$ cat config.mk
export PLATFORM = sky130hd
export DESIGN_NAME = ccl_div_cell
export DESIGN_NICKNAME = d
export VERILOG_FILES = /design/src/sv/ccl_pkg.sv /design/src/sv/ccl_div_cell.sv
export SDC_FILE = /design/constraint.sdc
export NUM_CORES = 1
export LEC_CHECK = 0
export ABC_AREA = 1
export BUFFER_PORTS_ARGS = -buffer_cell sky130_fd_sc_hd__clkbuf_2
export CORE_AREA = 5 5 125 127
export CTS_CLUSTER_DIAMETER = 60
export DETAILED_ROUTE_END_ITERATION = 16
export DIE_AREA = 0 0 130 132
export GPL_ROUTABILITY_DRIVEN = 0
export PLACE_DENSITY = 0.84
export SLEW_MARGIN = 25
export SYNTH_ARGS = -nofsm -noshare
export SYNTH_HDL_FRONTEND = slang
export SYNTH_SLANG_ARGS = --single-unit
$ cat constraint.sdc
create_clock -name i_clk -period 3.4 [get_ports i_clk]
set_clock_uncertainty 0.2 [all_clocks]
set_input_delay 0.68 -clock i_clk [delete_from_list [all_inputs] [get_ports i_clk]]
set_output_delay 0.68 -clock i_clk [all_outputs]
set_load 0.005 [all_outputs]
$ cat src/sv/ccl_pkg.sv
package ccl_pkg;

    // Angle codes: 2^ANGLE_BITS codes per full turn
    localparam int ANGLE_BITS = 16;
    // Trig values are Q2.30
    localparam int TRIG_BITS  = 30;
    localparam int MAG_W      = TRIG_BITS + 1;
    localparam int WIDE_W     = 64;
    // Quotient bits kept; larger quotients clamp to all ones
    localparam int QUO_W      = 33;

    // Odd Taylor terms of sin(pi/2 * x), Q30
    localparam int HORNER_TERMS = 7;
    localparam logic [MAG_W-1:0] SIN_COEF [HORNER_TERMS] = '{
        31'd1686629713, 31'd693598668, 31'd85569306, 31'd5026995,
        31'd172272, 31'd3864, 31'd61
    };

    // Configuration register indexes and reset values
    localparam int CFG_IDX_W = 2;
    localparam logic [CFG_IDX_W-1:0] REG_RADIUS = 2'd0;
    localparam logic [CFG_IDX_W-1:0] REG_HEIGHT = 2'd1;
    localparam logic [31:0] RADIUS_RST = 32'd52428800;
    localparam logic [31:0] HEIGHT_RST = 32'd65536000;

    typedef struct packed {
        logic [MAG_W-1:0] acc;
        logic [MAG_W-1:0] x;
        logic [MAG_W-1:0] x2;
        logic             neg;
    } t_horner;

    typedef struct packed {
        logic [MAG_W-1:0] mag;
        logic             neg;
    } t_trig;

    typedef struct packed {
        logic [WIDE_W-1:0] rem;
        logic [WIDE_W-1:0] res;
    } t_root;

    typedef struct packed {
        logic [WIDE_W-1:0] rem;
        logic [MAG_W-1:0]  den;
        logic [QUO_W-1:0]  quo;
    } t_div;

endpackage

$ cat src/sv/ccl_div_cell.sv
// One restoring division step: quotient bit K
module ccl_div_cell #(
    parameter int K = 0
) (
    input  logic          i_clk,
    input  ccl_pkg::t_div i_word,
    output ccl_pkg::t_div o_word
);

    localparam int W  = ccl_pkg::WIDE_W;
    localparam int QW = ccl_pkg::QUO_W;
    localparam logic [QW-1:0] QBIT = QW'(1) << K;

    logic [W-1:0]  w_sh;
    logic          w_take;
    ccl_pkg::t_div r_word;

    assign w_sh   = {{(W-ccl_pkg::MAG_W){1'b0}}, i_word.den} << K;
    assign w_take = i_word.rem >= w_sh;

    always_ff @(posedge i_clk) begin
        r_word.rem <= w_take ? (i_word.rem - w_sh) : i_word.rem;
        r_word.den <= i_word.den;
        r_word.quo <= w_take ? (i_word.quo | QBIT) : i_word.quo;
    end

    assign o_word = r_word;

endmodule

Word-level counts from Yosys, hierarchy flattened --
Index checks and enable logic that the tools add are counted. W data, S select, Z words.
Storage, ports and cells: flip-flop bits (word level) 128, bits of input ports 129, output and inout bits 128, logic and storage cells 7
Operators by class: add/subtract/negate cells 1, magnitude comparators 1, mux-type cells 1
Operators by type and width (count):
- $ge A64 B31 Y1 | 1
- $mux W64 | 1
- $sub A64 B31 Y64 | 1

Logic depth before layout (Yosys ltp) --
depth in word-level cells 2, mapped depth 17, depth with buffers taken out 16

Least setup slack after synthesis --
OpenSTA, ideal clock, no wires.
path kind input to register, from input i_word[64] (netlist bit), to register r_word, in the netlist o_word[94], arrival time 2.416 ns, data required time 3.087 ns, setup slack 0.671 ns, stages on the path 17, buffers on the path 2, path through inv_1 > ha_1 > fa_1 > inv_1 > nand3_1 > nand2_4 > nand2_1 > nand2_2 > nand2_1 > nand2_2 > nand2_1 > nand3_4 > inv_2 > buf_6 > buf_6 > nand2_1 > nand2_1
Between the ends: cells in the longest elaborated chain, start to end 2
Ends and longest elaborated chain:
- from (decl) | line ccl_div_cell.sv:6 | input ccl_pkg::t_div i_word,
- $sub A64 B31 Y64 / $ge A64 B31 Y1 (equally long branches) | line ccl_div_cell.sv:22, ccl_div_cell.sv:19
- $mux W64 * | line ccl_div_cell.sv:22 | r_word.rem <= w_take ? (i_word.rem - w_sh) : i_word.rem;
- to (decl) | line ccl_div_cell.sv:16 | ccl_pkg::t_div r_word;
Mark *: on every way between the ends. The rest lies on a longest branch, timed or not. A chain may end at the register's enable or synchronous reset.

Worst setup path in the final report --
from input i_word[64] (netlist bit), to register r_word, in the netlist o_word[87]
The elaborated chain is that of the path after synthesis.

==> key figures <==
Route
  • M1 WL: just over 9000 um
  • Routed len/inst: ~15 um
  • Highest metal used: met4
  • WL met2: 10500 um
  • Detailed Routing Iterations Pass 1: 8
  • Metal3 WL: 2790 um
  • Vias post-DR: between 8000 and 9000
  • Drt via density: a little over 5
  • Post-Route WL: 23400 um
  • Antenna Nets Post-Route: 0
  • Iter 0 DRT Violations: approximately 870
  • Residual DRC count: 0

Pwr
  • Total Power: about 4.3 mW
  • Flop pwr share: 0.392
  • Worst VDD drop: 0.000359 V
  • Leak Pwr: ~5 nW
  • Comb power frac: 0.205
  • Switch share: 0.298
  • Internal: 3.01 mW
  • PD cells: about 460 nW/um^2
  • Part of the power in the clock network: 0.402
  • NetSw: ~1.3 mW

Finish
  • Largest register FFs: approximately 130
  • Fill cells: around 1300
  • Area of the multi-input gates: between 3000 and 4000 um^2
  • Post-Layout Cell Count: between 1500 and 2000
  • Area growth syn-to-layout: 28.3%
  • ANT cells: 0
  • Share of cells above drive strength 1: 0.244
  • Sequential cell area: 2560 um^2
  • Number of nets in the layout: about 1600

GRT
  • Vias in the first global route: slightly below 8000
  • Largest net degree at the start of global routing: 55
  • First-pass GRT wire length: 36700 um
  • Initial antenna violation count: 0
  • Total global-route track usage: 0.270
  • GRT overflow: 0

Floorplanning
  • Initial Util: 0.503
  • Total I/O pin count: between 200 and 300
  • Num rows: 44
  • Core Footprint: approximately 14000 um^2
  • Chip width: approximately 130 um
  • Die Area: 17200 um^2
  • Die height: between 100 and 150 um

Synth
  • Syn_nets: about 1300
  • Post-synth ARST share: 0
  • Cell Area, Synth: 7200 um^2
  • Main synth FF type: dfxtp_1
  • Yosys cell types: 32
  • Flop and latch count out of synthesis: 128
  • Post-synth EDFFs: 0
  • Seq/Total Area, Yosys: 0.356
  • Synthesis warning total: 0
  • Post-Syn Area per Cell: around 6.4 um^2
  • Synth Instances: between 1000 and 1500

Worst setup path
  • CP arrival: 2.86 ns
  • CP Launch Type: input pin
  • Cell family with most CP delay: simple AND/OR/NAND/NOR gates
  • Slowest cell delay on critical path: approximately 0.43 ns
  • CP endpoint kind: flop
  • Setup CP Type: input pin to flop
  • Crit path max fanout: 54
  • Most frequent cell on the critical path: nand2_1
  • Crit path buf inv count: 5
  • Crit-path slowest cell: fa_1
  • Critical-path cell list: clkbuf_2, inv_1, ha_1, fa_1, inv_1, nand3_1, nand2_4, nand2_1, nand2_2, nand2_1, nand2_2, nand2_1, nand3_4, inv_2, buf_12, nand2_1, o21ai_0
  • Critical Path RT: around 3.5 ns

Clock tree
  • Clock Tree Buf Depth: 2
  • Clk pin slew, worst setup/hold paths: around 0.06 ns
  • Post-CTS setup buffer count: 0
  • Root Buffer: clkbuf_16
  • Post-CTS Resized: 0
  • # clock sinks: roughly 130
  • H-Tree Depth: 4
  • CTS tree: yes
  • CTS buffer count: 17
  • # hold bufs at CTS: 0

Timing
  • Rel. slew slack: 0.617
  • Final setup TNS: 0 ns
  • Fin crit period: roughly 2.8 ns
  • Hold slack: between 0.15 and 0.2 ns
  • Setup violations, final: 0
  • Worst Tran Pin Value: 0.570 ns
  • Fmax achieved: between 300 and 400 MHz
  • Tcrit/Tclk final: 0.811
  • RSZ-0062 raised after global routing: no
  • Max-slew violations: 0
  • Hold Fails Final Rpt: 0

Flow run
  • Max-Cap Viols: 0

Placement
  • IO Port Bufs: around 260
  • Placed Cells: around 1600
  • Post-DP HPWL: between 15000 and 20000 um

Run status
  • Status: finished, final reports clean

Hold path
  • HP Class: input pin to flop
## logic make-up after synthesis
group                    count (synthesis)  share of synthesized area
flip-flops                             128                      0.356
AND/OR/NAND/NOR                        641                      0.367
adder cells (fa/ha/maj)                 32                     0.0566
buffers and inverters                  209                      0.114
AO/OA/AOI/OAI                           88                     0.0769
XOR/XNOR                                24                     0.0292
## final timing paths
kind                    from                 end  slack, ns  cells past startpoint
setup / recovery  i_word[64]  o_word[87]$_DFF_P_       0.64                     17
hold / removal    i_word[19]  o_word[19]$_DFF_P_       0.15                      1
## stage by stage
stage                     cell area, um^2   util  setup WS, ns
after floorplan                      7200      -         0.671
after global placement               8680  0.607         0.345
after detailed placement             8680  0.607         0.244
after CTS                            9250  0.646         0.653
after global routing                 9250  0.646         0.509
final                                9250  0.646         0.644
## Yosys cell counts (all sizes together), types with 2 or more instances
master,n,share of area
nand2,392,0.21
inv,199,0.10
nor2,132,0.071
dfxtp,128,0.36
nand3,65,0.047
a21oi,48,0.045
o21ai,35,0.027
ha,31,0.054
nand4,22,0.019
xnor2,20,0.024
nor3,19,0.013
buf,9,0.010
or2,4,0.0035
xor2,4,0.0049
and2,3,0.0028
nand3b,3,0.0031
o21bai,3,0.0031
a21boi,2,0.0021
## placed cells by master (no fill, tap or decap), types with 2 or more instances in the layout
master,Yosys,layout
o21bai_1,3,3
inv_1,191,191
nand3_1,64,64
clkbuf_2,1,256
or2_2,4,4
clkinv_2,0,2
inv_6,0,5
o21ai_1,13,13
nand2_2,4,4
buf_12,0,2
clkinv_4,0,2
o21ai_2,5,5
xor2_1,4,4
nor2_1,126,126
dfxtp_1,128,128
nand3b_1,3,3
a21boi_0,2,2
a21oi_2,22,22
and2_1,2,2
nand4_1,22,22
nor2_2,6,6
ha_1,31,31
nor3_1,19,19
o21ai_0,17,17
clkinvlp_4,0,4
xnor2_1,20,20
inv_2,8,8
a21oi_1,26,26
nand2_1,387,387
clkbuf_16,0,17
## power groups by stage
stage	Sequential, mW	Clock (mW)	Combinational, mW
after floorplan	1.74	0	0.461
after global routing	1.70	1.84	0.976
after global placement	1.71	0	0.850
after detailed placement	1.72	0	0.865
after CTS	1.69	1.76	0.874
final	1.68	1.73	0.882
## layer usage
layer | track usage | up-vias
met3 | 0.0843 | 115
li1 | - | 3985
met1 | 0.326 | 3552
met4 | 0.124 | 0
met2 | 0.435 | 464
met5 | 0 | -
## area by class of cell
cell class              instances  share of cell area
multi-input cells             785               0.413
flip-flops and latches        128               0.277
repair buffers                259               0.144
inverters                     199              0.0808
clock buffers                  18              0.0464
well taps                     184              0.0249
clock inverters                14              0.0142
(Power assumes the default switching activity.)
